<file path="src/rtl/core/wopu_pkg.sv">
`timescale 1ns / 1ps
// Shared types, constants and the CORDIC arctangent table for the odometry block.
package wopu_pkg;

  localparam int WORD_W = 32;
  localparam int CORDIC_STEPS_DEFAULT = 24;
  localparam int ITER_W = 5;
  localparam int CFG_INDEX_W = 1;

  localparam logic [CFG_INDEX_W-1:0] CFG_DIST_PER_TICK  = 1'd0;
  localparam logic [CFG_INDEX_W-1:0] CFG_INV_WHEELBASE  = 1'd1;

  localparam logic [WORD_W-1:0] DIST_PER_TICK_RESET = 32'd7906077;
  localparam logic [WORD_W-1:0] INV_WHEELBASE_RESET = 32'd16777216;
  localparam logic [WORD_W-1:0] RAD_TO_BAM          = 32'd683565276;
  localparam logic signed [33:0] CORDIC_GAIN        = 34'sd652032874;
  localparam logic [39:0] TURN_CLAMP                = 40'hFF_FFFF_FFFF;

  // Multiply-shift operations issued by the sequencer, in execution order.
  typedef enum logic [2:0] {
    MOP_DIST  = 3'd0,
    MOP_TURN  = 3'd1,
    MOP_RAD   = 3'd2,
    MOP_BAM   = 3'd3,
    MOP_STEPX = 3'd4,
    MOP_STEPY = 3'd5
  } mop_t;

  typedef struct packed {
    logic              load;
    logic              delta;
    logic              mul_lo;
    logic              mul_hi;
    logic              mul_wb;
    mop_t              op;
    logic              cordic_init;
    logic              cordic_step;
    logic [ITER_W-1:0] iter;
    logic              cordic_map;
    logic              commit;
  } dp_cmd_t;

  // atan(2^-i) as a binary angle (full turn = 2^32).
  function automatic logic [WORD_W-1:0] atan_bam(input logic [ITER_W-1:0] i);
    logic [WORD_W-1:0] a;
    unique case (i)
      5'd0:  a = 32'h20000000;
      5'd1:  a = 32'h12E4051E;
      5'd2:  a = 32'h09FB385B;
      5'd3:  a = 32'h051111D4;
      5'd4:  a = 32'h028B0D43;
      5'd5:  a = 32'h0145D7E1;
      5'd6:  a = 32'h00A2F61E;
      5'd7:  a = 32'h00517C55;
      5'd8:  a = 32'h0028BE53;
      5'd9:  a = 32'h00145F2F;
      5'd10: a = 32'h000A2F98;
      5'd11: a = 32'h000517CC;
      5'd12: a = 32'h00028BE6;
      5'd13: a = 32'h000145F3;
      5'd14: a = 32'h0000A2FA;
      5'd15: a = 32'h0000517D;
      5'd16: a = 32'h000028BE;
      5'd17: a = 32'h0000145F;
      5'd18: a = 32'h00000A30;
      5'd19: a = 32'h00000518;
      5'd20: a = 32'h0000028C;
      5'd21: a = 32'h00000146;
      5'd22: a = 32'h000000A3;
      5'd23: a = 32'h00000051;
      5'd24: a = 32'h00000029;
      5'd25: a = 32'h00000014;
      5'd26: a = 32'h0000000A;
      5'd27: a = 32'h00000005;
      5'd28: a = 32'h00000003;
      5'd29: a = 32'h00000001;
      5'd30: a = 32'h00000001;
      default: a = 32'h00000000;
    endcase
    return a;
  endfunction

endpackage

</file>
<file path="src/rtl/core/wopu_ctrl.sv">
`timescale 1ns / 1ps
// Sequencer for the odometry update: multiply steps, CORDIC iterations, result hand-off.
module wopu_ctrl #(
  parameter int CORDIC_STEPS = wopu_pkg::CORDIC_STEPS_DEFAULT
) (
  input  logic                clk,
  input  logic                rst,
  input  logic                in_valid,
  output logic                in_ready,
  output logic                out_valid,
  input  logic                out_ready,
  output wopu_pkg::dp_cmd_t   cmd
);

  localparam int IW = $clog2(CORDIC_STEPS);

  typedef enum logic [8:0] {
    S_IDLE   = 9'b000000001,
    S_DELTA  = 9'b000000010,
    S_MUL_LO = 9'b000000100,
    S_MUL_HI = 9'b000001000,
    S_MUL_WB = 9'b000010000,
    S_CINIT  = 9'b000100000,
    S_CSTEP  = 9'b001000000,
    S_CMAP   = 9'b010000000,
    S_FINISH = 9'b100000000
  } state_t;

  state_t          state, state_next;
  wopu_pkg::mop_t  op, op_next;
  logic [IW-1:0]   iter, iter_next;
  logic            have_previous, have_previous_next;
  logic            out_valid_next;
  logic            accept;
  logic            slot_free;

  assign accept    = in_valid && in_ready;
  assign slot_free = !out_valid || out_ready;

  function automatic wopu_pkg::mop_t following_op(input wopu_pkg::mop_t o);
    wopu_pkg::mop_t n;
    unique case (o)
      wopu_pkg::MOP_DIST:  n = wopu_pkg::MOP_TURN;
      wopu_pkg::MOP_TURN:  n = wopu_pkg::MOP_RAD;
      wopu_pkg::MOP_RAD:   n = wopu_pkg::MOP_BAM;
      wopu_pkg::MOP_STEPX: n = wopu_pkg::MOP_STEPY;
      default:             n = wopu_pkg::MOP_DIST;
    endcase
    return n;
  endfunction

  always_comb begin
    state_next         = state;
    op_next            = op;
    iter_next          = iter;
    have_previous_next = have_previous;
    in_ready           = 1'b0;
    cmd                = '0;
    cmd.op             = op;
    cmd.iter           = wopu_pkg::ITER_W'(iter);
    unique case (state)
      S_IDLE: begin
        in_ready = 1'b1;
        if (accept) begin
          cmd.load = 1'b1;
          if (have_previous) begin
            state_next = S_DELTA;
          end else begin
            have_previous_next = 1'b1;
          end
        end
      end
      S_DELTA: begin
        cmd.delta  = 1'b1;
        op_next    = wopu_pkg::MOP_DIST;
        state_next = S_MUL_LO;
      end
      S_MUL_LO: begin
        cmd.mul_lo = 1'b1;
        state_next = S_MUL_HI;
      end
      S_MUL_HI: begin
        cmd.mul_hi = 1'b1;
        state_next = S_MUL_WB;
      end
      S_MUL_WB: begin
        cmd.mul_wb = 1'b1;
        if (op == wopu_pkg::MOP_BAM) begin
          state_next = S_CINIT;
        end else if (op == wopu_pkg::MOP_STEPY) begin
          state_next = S_FINISH;
        end else begin
          op_next    = following_op(op);
          state_next = S_MUL_LO;
        end
      end
      S_CINIT: begin
        cmd.cordic_init = 1'b1;
        iter_next       = '0;
        state_next      = S_CSTEP;
      end
      S_CSTEP: begin
        cmd.cordic_step = 1'b1;
        if (iter == IW'(CORDIC_STEPS - 1)) begin
          state_next = S_CMAP;
        end else begin
          iter_next = iter + 1'b1;
        end
      end
      S_CMAP: begin
        cmd.cordic_map = 1'b1;
        op_next        = wopu_pkg::MOP_STEPX;
        state_next     = S_MUL_LO;
      end
      S_FINISH: begin
        if (slot_free) begin
          cmd.commit = 1'b1;
          state_next = S_IDLE;
        end
      end
      default: state_next = S_IDLE;
    endcase
  end

  always_comb begin
    out_valid_next = out_valid;
    if (cmd.commit) begin
      out_valid_next = 1'b1;
    end else if (out_ready) begin
      out_valid_next = 1'b0;
    end
  end

  always_ff @(posedge clk) begin
    if (rst) begin
      state         <= S_IDLE;
      op            <= wopu_pkg::MOP_DIST;
      iter          <= '0;
      have_previous <= 1'b0;
      out_valid     <= 1'b0;
    end else begin
      state         <= state_next;
      op            <= op_next;
      iter          <= iter_next;
      have_previous <= have_previous_next;
      out_valid     <= out_valid_next;
    end
  end

endmodule

</file>
<file path="config.mk">
export PLATFORM = sky130hd
export DESIGN_NAME = wopu_ctrl
export DESIGN_NICKNAME = d
export VERILOG_FILES = /design/src/rtl/core/wopu_pkg.sv /design/src/rtl/core/wopu_ctrl.sv
export SDC_FILE = /design/constraint.sdc
export NUM_CORES = 1
export LEC_CHECK = 0
export ABC_CLOCK_PERIOD_IN_PS = 4400
export BUFFER_PORTS_ARGS = -buffer_cell sky130_fd_sc_hd__buf_2
export CAP_MARGIN = 20
export CORE_ASPECT_RATIO = 1.1
export CORE_MARGIN = 1.5
export CORE_UTILIZATION = 30
export DETAILED_ROUTE_END_ITERATION = 10
export SETUP_SLACK_MARGIN = 0.05
export SYNTH_ARGS = -nofsm -noshare
export SYNTH_HDL_FRONTEND = slang
export SYNTH_SLANG_ARGS = --single-unit
</file>
<file path="constraint.sdc">
create_clock -name clk -period 4.4 [get_ports clk]
set_input_delay 0.22 -clock clk [delete_from_list [all_inputs] [get_ports clk]]
set_output_delay 0.22 -clock clk [all_outputs]
set_load 0.02 [all_outputs]
</file>
==> results of run 1 <==
==> how the worst max path moves through the flow <==
stage                   from  endpoint  slack (ns)  cells after the start
finish              state[8]   cmd[12]        2.09                      3
global route        state[8]    cmd[8]        1.96                      4
CTS                 state[8]   cmd[12]        2.11                      3
detailed placement  state[4]   iter[3]        2.18                      4
global placement    state[4]   iter[3]        2.25                      4
floorplan           state[7]   iter[3]        2.31                      6
==> state kept, by name, indices dropped and copies added (netlist names) <==
register       cells
state              9
iter               5
op                 3
have_previous      1
out_valid          1
==> logic make-up (layout without fill, tap and decap cells) <==
| family | after synthesis | in the layout |
|---|---|---|
| and+or+nand+nor | 65 | 65 |
| AOI/OAI and AO/OA | 25 | 25 |
| DFF | 19 | 19 |
| buffers and inverters | 14 | 30 |
| xor gates and xnor gates | 4 | 4 |
| adders and majority gates | 1 | 1 |
==> stage by stage <==
stage | hold slack (ns) | cells
finish | 0.191 | 192
global route | 0.197 | 192
CTS | 0.187 | 192
detailed placement | 0.474 | 188
global placement | 0.467 | 188
floorplan | 0.303 | 128
==> report_power, final <==
group	switching, uW	internal (uW)	leakage, uW
registers	3.04	174	0.000154
clock network	55.9	33.9	0.0000177
logic	17.2	10.8	0.000303
total	76.1	219	0.000474
==> routing by layer <==
layer	global-route usage	part of all wire	vias up
met3	0.00591	0.048	4
met5	0	0	-
met2	0.199	0.46	33
met4	0.0750	0.018	0
met1	0.179	0.47	457
li1	-	-	511
==> placed cells by master (no fill, tap or decap), types with 4 or more instances in the layout <==
cell type  count
buf_2         22
dfxtp_1       19
nand3_1       12
a21oi_1        8
nor4_1         7
nor2_1         7
nand2_1        6
nor3_1         5
and2_1         5
nor2b_1        4
inv_1          4
o21ai_0        4
==> cell type report <==
class                      instances  share of cell area
clock inverter                     1             0.00416
sequential                        19               0.316
inverter                           4              0.0125
timing repair buffer              22              0.0915
multi-input combinational         95               0.507
clock buffer                       3              0.0187
tap                               48              0.0499
==> tightest hold or removal path, stage by stage <==
cell,delay [ns]
buf_2,0.10
nand2_1,0.08
nor3b_1,0.05
==> reports/metrics.csv, run 1 <==
metric;value;unit
total grt overflow;0;
first-pass GRT wire length;3880;um
Clock Tree Buf Depth;2;
Bufs and invs on worst path;1;
YS warnings;0;
Post-Synth XOR/XNOR Area;0.0331;
hpwl dp;1860;um
Crit path max-delay family;simple AND/OR/NAND/NOR gates;
count of cell types in the netlist;44;
worst r2r src;state[4];
Reg2Reg Capture Point;iter[3];
final wirelength;2510;um
Setup TNS;0;ns
Cell Area, Placed;1180;um2
VDD IR-drop max;89.0;uV
WL/cell;13.0;um
Pins Over Slew Limit;0;
Fin. Hold Viols;0;
H-Tree Depth;1;
Die Y;65.3;um
largest net degree at the start of global routing;15;
Max-Cap Viols;0;
critical path's largest stage delay;0.74;ns
Synth area leader;dfxtp_1;
Min-Delay Endpoint;state[1];
Design Area, Final;1200;um2
crit share post-route;0.524;
vias post-DR;1005;
Critical Path AT;2.09;ns
Power Density;245;nW/um2
largest cells by area after synthesis;dfxtp_1 36%, nand3_1 5.7%, nor4_1 4.1%, a21oi_1 3.8%, and2_1 3.0%;
Rows;22;
mux cell area share after synthesis;0;
slack of the critical path;2.09;ns
Num Clock Sinks;19;
ys async rst share;0;
fmax;433;MHz
Syn Nets;133;
Hold Startpoint;in_valid;
Post-Syn Instances;128;
DR iter-0 viols;24;
synth cell count leaders;19 x dfxtp_1, 12 x nand3_1, 8 x a21oi_1;
number of flops mapped to enable cells by yosys;0;
fill cell count;363;
Remaining DRCs;0;
post-synthesis compound-gate area fraction;0.161;
layout cells sized above 1;0.208;
die span in x;59.6;um
post-synth top area share;0.359;
Post-Synth Adder-Cell Area;0.0118;
Setup Buffers After CTS;0;
vias in the first global route;881;
antenna violations before repair;0;
Resize count post-CTS;0;
core footprint;3360;um2
Worst Hold Path Cells;3;
Main synth FF type;dfxtp_1;
clock period minus worst slack;2.31;ns
Slowest-stage cell, CP;nor4_1;
total power;295;uW
Slew Limit Headroom;0.445;
Final nets;150;
Slew @ Worst Pin;0.824;ns
status;completed;
CTS tree;built;
GP Congestion;0.872;
Worst Setup End Kind;output pin;
FF/Latch Area;380;um2
drt pass-1 iters;4;
crit path cell chain;nor4_1 -> and4_1 -> buf_2;
final antenna-violating net count;0;
Final setup viols;0;
R2R setup slack;2.13;ns
R2R cell count;4;
kind of critical path;reg -> out;
Multi-input gate area;611;um2
Ports;23;
RSZ-0062 raised after global routing;false;
Util after Layout;0.358;
clock slew at reported path FFs;0.11;ns
Starting Density;0.315;
area delta synth->final;13.7;%
Synth Area in Simple Gates;0.371;
vias per std cell;5.23;
skew final;0.00389;ns
clock root buffer;clkbuf_4;
Port Buf Inserts;22;
hold_buf cts;0;
synthesized area per cell;8.27;um2
Req. time, crit path;4.18;ns
critical path launch point type;flip-flop;
Clk Latency, worst-skew pair;0.30;ns
post-synthesis sequential area ratio;0.359;
Mapped Area;1060;um2
flops & latches, synth;19;
Total Routing Usage GR;0.130;
type of the worst min-delay path;in -> reg;
maximum fanout along the worst path;8;
largest family of logic cells by synthesized area;simple AND/OR/NAND/NOR gates;
top-count cell post-synth;dfxtp_1;
die area;3890;um2
n_diodes;0;
Num CTS Buffers;3;
dpl ws;2.18;ns
Leakage Power;0.000474;uW
(Power assumes the default switching activity.)
==> run 2: changes to the inputs <==
--- a/config.mk
+++ b/config.mk
@@ -5,7 +5,7 @@
 export SDC_FILE = /design/constraint.sdc
 export NUM_CORES = 1
 export LEC_CHECK = 0
-export ABC_CLOCK_PERIOD_IN_PS = 4400
+export ABC_CLOCK_PERIOD_IN_PS = 2000
 export BUFFER_PORTS_ARGS = -buffer_cell sky130_fd_sc_hd__buf_2
 export CAP_MARGIN = 20
 export CORE_ASPECT_RATIO = 1.1
==> constraint.sdc (replaced) <==
create_clock -name clk -period 2 [get_ports clk]
set_input_delay 0.1 -clock clk [delete_from_list [all_inputs] [get_ports clk]]
set_output_delay 0.1 -clock clk [all_outputs]
set_load 0.02 [all_outputs]
==> run 2 against run 1 <==
Compared with the run above: count of clock-buffer cells in the layout grew 1; non-clock buffer count grew 15; sequential share of layout area shrank 3.5 points; critical path depth grew 1; cell area grew 13%; sequential power grew 120%; clock power grew 110%; die area is the same; first-iteration DRC count grew to 2.5 times the previous value; power grew 120%; worst hold slack lost 0.12 ns.
==> reports/metrics.csv, run 2 (same netlist as run 1, synthesis figures left out) <==
metric;value;unit
crit share post-route;0.976;
worst r2r src;state[8];
clock period minus worst slack;1.95;ns
vias per std cell;5.19;
Final setup viols;0;
antenna violations before repair;0;
Worst Setup SP;state[8];
DR iter-0 viols;61;
Metal-1 WL;1270;um
R2R cell count;4;
internal power;497;uW
Slowest-stage cell, CP;or4b_4;
dpl ws;0.0212;ns
Cell Area, Placed;1290;um2
Clk Latency, worst-skew pair;0.29;ns
WL/cell;13.0;um
met3 WL;149;um
status;completed;
max reg flops;9;
Power Density;485;nW/um2
WP depth;4;
Routed met2 length;1240;um
Final nets;165;
Fin. Hold Viols;0;
drt pass-1 iters;4;
core footprint;3360;um2
Crit path max-delay family;simple AND/OR/NAND/NOR gates;
critical path's largest stage delay;0.57;ns
Largest regs;state: 9 flops, iter: 5 flops, op: 3 flops;
VDD IR-drop max;340;uV
commonest non-fill, non-tap cell in the layout;buf_2;
Slew @ Worst Pin;0.393;ns
Num CTS Buffers;3;
clock root buffer;clkbuf_4;
vias in the first global route;993;
die area;3890;um2
Slew Limit Headroom;0.735;
Remaining DRCs;0;
crit path cell chain;or4_4 -> or4b_4 -> or3_1 -> a21boi_1;
Bufs and invs on worst path;0;
Net Switching;162;uW
RSZ-0062 raised after global routing;true;
n_diodes;0;
maximum fanout along the worst path;7;
die span in x;59.6;um
GP Congestion;0.857;
most flop-heavy register;state;
area delta synth->final;28.5;%
Clock Tree Buf Depth;2;
final antenna-violating net count;0;
Num Clock Sinks;19;
Req. time, crit path;2.23;ns
skew final;0.00520;ns
switch share;0.245;
Critical Path AT;2.18;ns
largest net degree at the start of global routing;15;
Comb pwr share;0.126;
Reg power frac;0.588;
hpwl dp;1970;um
Total Routing Usage GR;0.149;
kind of critical path;reg -> reg;
critical path launch point type;flip-flop;
CTS tree;built;
Die Y;65.3;um
DR top layer;met4;
Worst Setup End Kind;flip-flop;
Clk pwr share;0.287;
Reg2Reg Capture Point;iter[3];
clock slew at reported path FFs;0.10;ns
R2R setup slack;0.05;ns
worst setup path end;iter[3];
Starting Density;0.315;
slack of the critical path;0.0488;ns
total grt overflow;0;
most frequent cells in the layout;22 x buf_2, 18 x dfxtp_1, 15 x buf_4;
Port Buf Inserts;22;
type of the worst min-delay path;in -> reg;
Ports;23;
final wirelength;2700;um
Design Area, Final;1360;um2
Max-Cap Viols;0;
Setup Buffers After CTS;0;
vias post-DR;1075;
Leakage Power;0.000554;uW
first-pass GRT wire length;4420;um
layout cells sized above 1;0.314;
H-Tree Depth;1;
fmax;513;MHz
Rows;22;
Pins Over Slew Limit;0;
-- run 2: power by group through the flow --
stage	sequential, uW	combinational [uW]	clock (uW)
final	387	82.8	189
after global routing	388	92.1	219
after CTS	387	75.5	204
after detailed placement	396	74.5	0
after global placement	396	73.7	0
after floorplan	395	45.4	0
-- run 2: final cells by class --
cell class / count / area (um2)
inverters: 4 / 15.0
fillers: 371 / 2000
flip-flops and latches: 19 / 382
multi-input cells: 95 / 654
clock buffers: 4 / 26.3
well taps: 48 / 60.1
repair buffers: 37 / 223
-- run 2: metal layers --
layer  GRT usage  vias up
li1            -      537
met1       0.199      506
met2       0.235       28
met3      0.0354        4
met4      0.0500        0
met5           0        -
-- run 2: how the worst min path moves through the flow --
stage	start	end	slack, ns	depth (start not counted)
global route	in_valid	state[1]	0.08	3
detailed placement	in_valid	state[1]	0.39	3
floorplan	rst	op[0]	0.18	1
CTS	in_valid	state[1]	0.06	3
global placement	in_valid	state[1]	0.40	3
finish	in_valid	state[1]	0.08	3
-- run 2: stage by stage --
step                      instances  TNS [ns]   util  hold slack (ns)  power (uW)
after floorplan                 128   -0.0611      -            0.183         440
after CTS                       207         0  0.393           0.0621         667
after detailed placement        203         0  0.384            0.389         470
after global placement          203         0  0.384            0.396         469
after global routing            207         0  0.405           0.0771         700
final                           207         0  0.405           0.0753         659
-- run 2: worst min-delay path, cell delays in order --
cell and delay [ns]:
buf_2 0.10, nand2_1 0.08, nor3b_1 0.05
-- run 2: repair_timing --
item	CTS	global route
hold buffers	0	0
setup endpoints to repair	4	8
pin swaps	0	1
resized for setup	1	7
